--- src/rtl/core/dhoas_pkg.sv ---
// Shared types and constants for the double-hash key set.
`timescale 1ns / 1ps
package dhoas_pkg;

    localparam int CNT_W = 11;

    typedef enum logic [1:0] {
        ACT_INSERT = 2'd0,
        ACT_FIND   = 2'd1,
        ACT_REMOVE = 2'd2,
        ACT_NONE   = 2'd3
    } action_t;

    typedef enum logic [2:0] {
        ST_INSERTED = 3'd0,
        ST_FOUND    = 3'd1,
        ST_MISSING  = 3'd2,
        ST_FULL     = 3'd3,
        ST_RESERVED = 3'd4
    } status_t;

    localparam logic REG_BUCKETS = 1'b0;
    localparam logic REG_FILL    = 1'b1;

    localparam logic [CNT_W-1:0] BUCKETS_RESET = 11'd1021;
    localparam logic [CNT_W-1:0] FILL_RESET    = 11'd909;
    localparam logic [CNT_W-1:0] MIN_BUCKETS   = 11'd5;

    typedef struct packed {
        logic [1:0]  action;
        logic [63:0] key;
    } req_t;

    typedef struct packed {
        logic [2:0]       status;
        logic [CNT_W-1:0] probes;
        logic [CNT_W-1:0] used_slots;
        logic [CNT_W-1:0] tombstones;
    } rsp_t;

    typedef struct packed {
        logic start;
        logic busy;
        logic done;
    } mod_ctl_t;

endpackage

--- src/rtl/core/dhoas_mod.sv ---
// Bit-serial remainder unit: key mod a divisor, one key bit a cycle.
`timescale 1ns / 1ps
module dhoas_mod
    import dhoas_pkg::*;
#(
    parameter int KEY_BITS = 64,
    parameter int RW = 11
)
(
    input  logic                clk,
    input  logic                rst_n,
    input  logic                start,
    input  logic [KEY_BITS-1:0] key,
    input  logic [RW-1:0]       divisor,
    output mod_ctl_t            ctl,
    output logic [RW-1:0]       rem
);
    localparam int CW = $clog2(KEY_BITS + 1);

    logic [KEY_BITS-1:0] sh_reg;
    logic [RW-1:0]       rem_reg;
    logic [CW-1:0]       cnt_reg;
    logic                busy_reg;
    logic                done_reg;
    logic [RW:0]         trial;

    assign trial = {rem_reg, sh_reg[KEY_BITS-1]};

    always_ff @(posedge clk or negedge rst_n)
    begin
        if (!rst_n)
        begin
            busy_reg <= 1'b0;
            done_reg <= 1'b0;
            cnt_reg  <= '0;
        end
        else
        begin
            done_reg <= 1'b0;
            if (start)
            begin
                busy_reg <= 1'b1;
                cnt_reg  <= CW'(KEY_BITS);
            end
            else if (busy_reg)
            begin
                cnt_reg <= cnt_reg - 1'b1;
                if (cnt_reg == CW'(1))
                begin
                    busy_reg <= 1'b0;
                    done_reg <= 1'b1;
                end
            end
        end
    end

    always_ff @(posedge clk)
    begin
        if (start)
        begin
            sh_reg  <= key;
            rem_reg <= '0;
        end
        else if (busy_reg)
        begin
            sh_reg <= sh_reg << 1;
            if (trial >= {1'b0, divisor})
                rem_reg <= RW'(trial - {1'b0, divisor});
            else
                rem_reg <= trial[RW-1:0];
        end
    end

    assign rem       = rem_reg;
    assign ctl.start = start;
    assign ctl.busy  = busy_reg;
    assign ctl.done  = done_reg;

endmodule

--- config.mk ---
export PLATFORM = sky130hd
export DESIGN_NAME = dhoas_mod
export DESIGN_NICKNAME = d
export VERILOG_FILES = /design/src/rtl/core/dhoas_pkg.sv /design/src/rtl/core/dhoas_mod.sv
export SDC_FILE = /design/constraint.sdc
export NUM_CORES = 1
export LEC_CHECK = 0
export BUFFER_PORTS_ARGS = -buffer_cell sky130_fd_sc_hd__buf_2
export CAP_MARGIN = 15
export CORE_MARGIN = 4
export CORE_UTILIZATION = 50
export CTS_BUF_LIST = sky130_fd_sc_hd__clkbuf_2 sky130_fd_sc_hd__clkbuf_4 sky130_fd_sc_hd__clkbuf_8
export CTS_CLUSTER_SIZE = 28
export DETAILED_ROUTE_END_ITERATION = 8
export PLACE_DENSITY = 0.79
export SLEW_MARGIN = 30
export SYNTH_ARGS = -nofsm -noshare
export SYNTH_HDL_FRONTEND = slang
export SYNTH_SLANG_ARGS = --single-unit
export TNS_END_PERCENT = 1
--- constraint.sdc ---
create_clock -name clk -period 2.2 [get_ports clk]
set_input_delay 0.22 -clock clk [delete_from_list [all_inputs] [get_ports clk]]
set_output_delay 0.22 -clock clk [all_outputs]
set_load 0.03 [all_outputs]
Word-level counts from Yosys, hierarchy flattened --
Cells that the tools add are included.
Word-level totals: output and inout port bits 14, flip-flop bits (word level) 84
Cells by class: mux-type cells 11, magnitude comparators 1, reductions and logical operators 1, add/subtract/negate cells 2, equality and inequality tests 1
Operators with widths (count):
- two-way mux 64 bit | 2
- two-way mux 7 bit | 2
- greater-or-equal comparator 12 x 11 -> 1 bit | 1
- two-way mux 11 bit | 1
- subtractor 11 bit | 1
- == test 7 x 1 -> 1 bit, second input constant | 1
- subtractor 7 x 1 -> 7 bit, second input constant | 1
- two-way mux 1 bit | 6
- nonzero test 2 bit | 1

Longest topological paths before layout --
Gate-level depths: netlist of run 1.
depth in word-level cells 4, mapped depth 10

Worst setup path after synthesis of run 1 --
OpenSTA, ideal clock, no wires.
kind flip-flop to flip-flop, start point register rem_reg[0] (netlist: rem[0]), end point register rem_reg[4] (netlist: rem[4]), stages on the path, launching flop included 9, buffers on the path 0, arrival time 2.257 ns, setup slack -0.148 ns, data required time 2.109 ns, cell sequence dfxtp_1 > inv_1 > fa_1 > nand2b_1 > a21oi_2 > a41oi_1 > o21a_1 > or3_1 > a311oi_1
On the way: cells in the longest elaborated chain, start to end 2
RTL lines:
- start: declaration | line dhoas_mod.sv:21 | logic [RW-1:0] rem_reg;
- start signal: assignment | line dhoas_mod.sv:68 | rem_reg <= RW'(trial - {1'b0, divisor});
- start signal: assignment | line dhoas_mod.sv:70 | rem_reg <= trial[RW-1:0];
- subtractor 11 bit / greater-or-equal comparator 12 x 11 -> 1 bit (equally long branches) | line dhoas_mod.sv:68, dhoas_mod.sv:67
- two-way mux 11 bit * | line dhoas_mod.sv:67 | if (trial >= {1'b0, divisor})
Every way passes the cells marked *; elsewhere a longest branch is shown, timed or not. A chain may end at the register's enable or synchronous reset.

Final worst setup path of run 1 --
start point register sh_reg[63], end point register rem_reg[4] (netlist: rem[4])
On the way: cells in the longest elaborated chain, start to end 2
RTL lines:
- start: declaration | line dhoas_mod.sv:20 | logic [KEY_BITS-1:0] sh_reg;
- start signal: assignment | line dhoas_mod.sv:61 | sh_reg <= key;
- start signal: assignment | line dhoas_mod.sv:66 | sh_reg <= sh_reg << 1;
- subtractor 11 bit / greater-or-equal comparator 12 x 11 -> 1 bit (equally long branches) | line dhoas_mod.sv:68, dhoas_mod.sv:67
- two-way mux 11 bit * | line dhoas_mod.sv:67
Marked as above.

==> results of run 1 <==
power breakdown:
part           switching, µW  internal [µW]  total, µW
Combinational           1090            930       2020
Clock                    579            416        995
Sequential               161           2040       2200
cell usage in the layout, fill, tap and decap left out, drive strengths merged, types with 2 or more instances in the layout:
master,n
nand2b,5
clkbuf,9
nand2,18
nand3b,3
o211ai,2
dfxtp,11
o2111ai,3
and3,2
nor2,25
o21ai,5
nor4b,2
ha,13
xor2,5
o31ai,3
nor2b,3
nor3,2
nand3,6
a31o,2
xnor2,5
o21a,2
a21o,2
dfrtp,9
clkinvlp,3
a21oi,8
buf,113
a311oi,9
edfxtp,64
inv,19
mux2,64
or3,2
per-layer routing:
metal / up-vias / routed length (µm) / global-route usage (%)
met3: 7 / 442 / 3.47
met2: 65 / 4220 / 28.2
met4: 0 / 96 / 6.22
met1: 1399 / 3890 / 24.0
li1: 1414 / - / -
met5: - / 0 / 0
through the flow:
step	setup TNS [ps]	cell area [µm²]	utilization, %	hold WS, ps	total power [µW]
after detailed placement	-882	4950	59.9	82.5	4140
after CTS	-27.5	5160	62.5	148	5190
after global placement	-72.0	4950	59.9	84.1	4060
final	-61.2	5200	62.9	164	5210
after floorplan	-16.1	4270	-	-75.6	3540
after global routing	-411	5200	62.9	143	5540
worst reg2reg max path, stage by stage, from the launching register on:
cell      delay (ps)
edfxtp_1         370
inv_2             50
ha_4             160
fa_2             340
nand2b_4         170
a21oi_4          150
a41oi_2           80
o21a_1           240
or3_1            380
a311oi_2         240
how the worst max path moves through the flow:
stage | startpoint | endpoint | slack, ps | cells after the start
3_3_place_gp | sh_reg[63] | rem[4] | -70 | 9
2_1_floorplan | sh_reg[63] | rem[4] | -20 | 9
5_1_grt | sh_reg[63] | rem[10] | -110 | 9
4_1_cts | sh_reg[63] | rem[4] | -30 | 9
6_report | sh_reg[63] | rem[4] | -60 | 9
3_5_place_dp | sh_reg[63] | rem[4] | -180 | 9
final cells by class:
type / instances / area (µm²)
Fill cell: 665 / 3060
Multi-Input combinational cell: 206 / 1820
Clock inverter: 6 / 48.8
Tap cell: 105 / 131
Inverter: 16 / 60.1
Clock buffer: 9 / 124
Sequential cell: 84 / 2370
Timing Repair Buffer: 114 / 646
logic make-up (layout without fill, tap and decap cells):
logic type	Yosys count	after routing	synth area share, %
muxes	65	65	17.1
adders and majority gates	14	14	4.28
xor gates and xnor gates	10	10	2.05
DFF	84	84	55.5
and+or+nand+nor	77	77	9.53
buffers and inverters	34	145	3.40
AOI/OAI and AO/OA	40	40	8.18
what timing repair did:
action / CTS / global route
gates resized for setup: 5 / 6
hold buffers: 1 / 0
buffers inserted: 1 / 0
pin swaps: 3 / 4
hold endpoints to repair: 9 / 0
setup endpoints to repair: 10 / 11
==> flow_summary.yaml, run 1 <==
status:
  status: "finished, violations left"
  violations: "negative setup slack"
routing:
  via_per_inst: 5.34
  total_via_count_in_the_routed_design: 2885
  drt-pass1-iter-count: 4
  residual_drc: 0
  detail_route.iter0.violations: 68
  wire_per_inst_um: 16.0
  finalWirelength_mm: 8.64
  drtAntennaViolNets: 0
clocking:
  cts.htree.levels: 3
  clkTransAtPathRegs_ps: 90
  clk-insertion-delay-late_ps: 350
  worst_case_clock_buffer_depth: 2
  tritoncts: "yes"
  numClockSinks: 84
  cts-buffers-inserted: 9
  cts_root_buffer: "clkbuf_8"
placed_design:
  place.detailed.hpwl_mm: 6.29
  finalWeightedCongestion: 0.889
  io_buffer_count: 91
  pre_cts_ws_ps: -185
  place_inst: 523
worst_setup_path:
  critical_path_peak_fanout: 3
  reg2regPathDepth: 9
  crit_path_max_incr_delay_ps: 380
  rr_endpoint: "rem[4]"
  end_kind: "flip-flop"
  cpMaxStageDelayCell: "or3_1"
  path_cells: "inv_2, ha_4, fa_2, nand2b_4, a21oi_4, a41oi_2, o21a_1, or3_1, a311oi_2"
  critical_path_required_ps: 2460
  worst-path-buf-inv: 1
  cpLargestDelayFamily: "compound AO/OA/AOI/OAI gates"
  worst-r2r-setup-slack_ps: -60
  cp-start-kind: "flip-flop"
  rr_startpoint: "sh_reg[63]"
  path_class: "flip-flop to flip-flop"
  crit_arrival_ps: 2530
cells_and_area:
  layout_cells_sized_above_1_pct: 50.8
  antennaDiodeCount: 0
  flow.area_growth_from_synthesis_pct: 21.7
  fin_nets: 523
  largest_register_ffs: 64
  stdcell_count: 540
timing:
  fin_crit_share_pct: 103
  tightest_slew_ps: 523
  final-setup-viol-count: 1
  timing.final.ws_setup_ps: -61.2
  final_hold_viol_count: 0
  setup_clock_skew_after_layout_ps: 10.6
  clock.fmax_mhz: 442
  setup_repair_after_global_routing_missed_its_margin: "true"
  relSlewSlack_pct: 64.6
  final.min_clock_period_ps: 2260
  drv_slew: 0
global_route:
  grt_antenna_before_repair: 0
  globalRoute.totalOverflow: 0
  grt_pass1_wl_mm: 13.9
  grt.total_usage_pct: 17.6
  vias_in_the_first_global_route: 2948
  grt_start_max_net_pins: 34
synthesis:
  post_synth_inst_count: 324
  postSynthRegisterBits: 84
  ys.warnings.count: 0
  synth_largest_area_cell: "edfxtp_1"
  synth.cells.most_frequent: "64 x edfxtp_1, 64 x mux2_2, 25 x nor2_1, 18 x nand2_1, 16 x inv_1"
  synth_area_per_cell_um2: 13.2
  ys_dominant_reg_cell: "edfxtp_1"
  synth_top_area_share_pct: 45.0
  synthTopCellsByArea: "edfxtp_1 45%, mux2_2 17%, dfrtp_1 5.3%, dfxtp_1 5.2%, ha_1 3.8%"
  synth-async-reset-ratio_pct: 10.7
  netlist_area_mm2: 0.00427
  seq_area_frac_synth_pct: 55.5
  edff_count_synth: 64
  synthesis.nets: 416
  synth.distinct_cells: 52
worst_hold_path:
  hold_class: "input port to flip-flop"
  min-delay-start: "key[25]"
  hold-path-endpoint: "sh_reg[25]"
  min_path_cells: 2
floorplan:
  dieWidth_um: 100
  ioPinCount: 92
  placementRows: 33
  floorplan.die.height_um: 100
  die_area_mm2: 0.0101
  fp.coreArea_mm2: 0.00826
  start_util_pct: 51.7
pwr:
  ir_drop_uv: 692
  standby_leakage_power_uw: 0.00220
  power_density_mw_per_mm2: 1000
run:
  max_cap_viols: 0
No activity file was read; power rests on OpenSTA's default activity.
==> inputs of run 2 (changes only) <==
- BUFFER_PORTS_ARGS: -buffer_cell sky130_fd_sc_hd__buf_2 -> default
- DONT_BUFFER_PORTS: default -> 1
- PLACE_DENSITY: 0.79 -> 0.7
==> run 2 against run 1 <==
- the flow finishes with violations (negative hold slack, negative setup slack)
- sequential power about the same
- global-route usage decreased by 1.6 points
- cell area decreased by 7.8%
- utilization decreased by 4.9 points
- combinational power decreased by 5%
- routed wire length decreased by 9.4%
- critical path depth unchanged
- clock power increased by 14%
- largest cell class unchanged
- largest power group unchanged
- highest routed layer unchanged
==> flow_summary.yaml, run 2 (synthesized netlist as in run 1, its figures left out) <==
floorplan:
  start_util_pct: 51.7
  ioPinCount: 92
  placementRows: 33
  die_area_mm2: 0.0101
  fp.coreArea_mm2: 0.00826
  dieWidth_um: 100
  floorplan.die.height_um: 100
worst_setup_path:
  rr_startpoint: "sh_reg[63]"
  critical_path_required_ps: 2470
  critical_path_peak_fanout: 3
  rr_endpoint: "rem[4]"
  critical_path.startpoint: "sh_reg[63]"
  path_class: "flip-flop to flip-flop"
  worst-r2r-setup-slack_ps: -6
  crit_arrival_ps: 2480
  end_kind: "flip-flop"
  cp-start-kind: "flip-flop"
  reg2regPathDepth: 9
  critical_path.endpoint: "rem[4]"
global_route:
  grt_start_max_net_pins: 88
  globalRoute.totalOverflow: 0
  grt_antenna_before_repair: 0
  grt.total_usage_pct: 16.1
  vias_in_the_first_global_route: 2589
  grt_pass1_wl_mm: 12.7
placed_design:
  pre_cts_ws_ps: -168
  place.detailed.hpwl_mm: 5.34
  finalWeightedCongestion: 0.781
  io_buffer_count: 0
  place_inst: 432
pwr:
  standby_leakage_power_uw: 0.00186
  power_density_mw_per_mm2: 1090
  ir_drop_uv: 693
clocking:
  cts.htree.levels: 3
  tritoncts: "yes"
  clk-insertion-delay-late_ps: 350
  clkTransAtPathRegs_ps: 90
  cts_root_buffer: "clkbuf_8"
  worst_case_clock_buffer_depth: 2
  postCtsHoldBufs: 8
  numClockSinks: 84
  cts_post_setup_buffers_inserted: 0
  cts-buffers-inserted: 9
routing:
  finalWirelength_mm: 7.83
  drt-pass1-iter-count: 4
  total_via_count_in_the_routed_design: 2534
  wire_per_inst_um: 17.2
  detail_route.iter0.violations: 91
  residual_drc: 0
  via_per_inst: 5.56
  drtAntennaViolNets: 0
cells_and_area:
  largest_register_ffs: 64
  stdcell_count: 456
  flow.area_growth_from_synthesis_pct: 12.2
  layout.cells.most_common_list: "64 x mux2_2, 64 x edfxtp_1, 25 x nor2_1, 21 x buf_4, 18 x nand2_1"
  fin_nets: 438
  antennaDiodeCount: 0
  fill_cells: 696
  layout_cells_sized_above_1_pct: 35.9
run:
  max_cap_viols: 0
timing:
  hold-worst-slack_ps: -64.4
  setup_repair_after_global_routing_missed_its_margin: "true"
  fin_crit_share_pct: 100
  drv_slew: 0
  setup_clock_skew_after_layout_ps: 12.3
  tns_ps: -6.13
  final-setup-viol-count: 1
  final.min_clock_period_ps: 2210
  timing.final.ws_setup_ps: -6.13
  tightest_slew_ps: 842
  final_hold_viol_count: 9
  relSlewSlack_pct: 43.9
  clock.fmax_mhz: 453
status:
  status: "finished, violations left"
  violations: "negative hold slack, negative setup slack"
worst_hold_path:
  hold_class: "input port to flip-flop"
==> run 2: per-layer routing <==
metal / track usage [%] / vias up / share of wire [%]
met2: 24.8 / 78 / 48
met4: 5.49 / 0 / 1.1
met5: 0 / - / 0
met1: 21.4 / 1203 / 44
li1: - / 1246 / -
met3: 5.14 / 7 / 7.0
==> run 2: where the power goes <==
part / total, µW / internal (µW) / switching [µW]
Sequential: 2170 / 2040 / 133
Clock: 1130 / 552 / 581
Combinational: 1910 / 893 / 1020
Total: 5210 / 3480 / 1730
==> run 2: area by class of cell <==
type | count | area (µm²) | share of cell area, %
flip-flops and latches | 84 | 2370 | 49.4
multi-input cells | 206 | 1790 | 37.4
repair buffers | 29 | 238 | 4.96
clock buffers | 10 | 131 | 2.74
well taps | 105 | 131 | 2.74
clock inverters | 6 | 71.3 | 1.49
inverters | 16 | 60.1 | 1.25
==> run 2: through the flow <==
stage / utilization [%] / area (µm²) / total power, µW
3_3_place_gp: 54.2 / 4480 / 3960
4_1_cts: 58.0 / 4790 / 5250
6_report: 58.0 / 4790 / 5210
3_5_place_dp: 54.2 / 4480 / 4000
2_1_floorplan: - / 4270 / 3540
5_1_grt: 58.0 / 4790 / 5550
==> run 2: worst max-delay path: stages (launching register included) <==
cell and delay [ps]:
edfxtp_1 360, inv_1 50, ha_2 180, fa_2 340, nand2b_4 170, a21oi_4 140
a41oi_2 70, o21a_1 210, or3_1 370, a311oi_1 240
==> run 2: how the worst min path moves through the flow <==
stage | start | end | slack (ps) | cells past startpoint
after floorplan | rst_n | busy_reg | -80 | 0
final | start | rem[2] | -60 | 1
after CTS | start | rem[0] | -90 | 1
after global routing | start | rem[2] | -100 | 1
after global placement | rst_n | cnt_reg[0] | -80 | 0
after detailed placement | rst_n | cnt_reg[0] | -80 | 0
==> run 2: what timing repair did <==
action | 4_1_cts | 5_1_grt
endpoints found under the setup margin | 9 | 7
endpoints found under the hold margin | 26 | 10
gates resized for setup | 5 | 1
pin swaps | 2 | 2
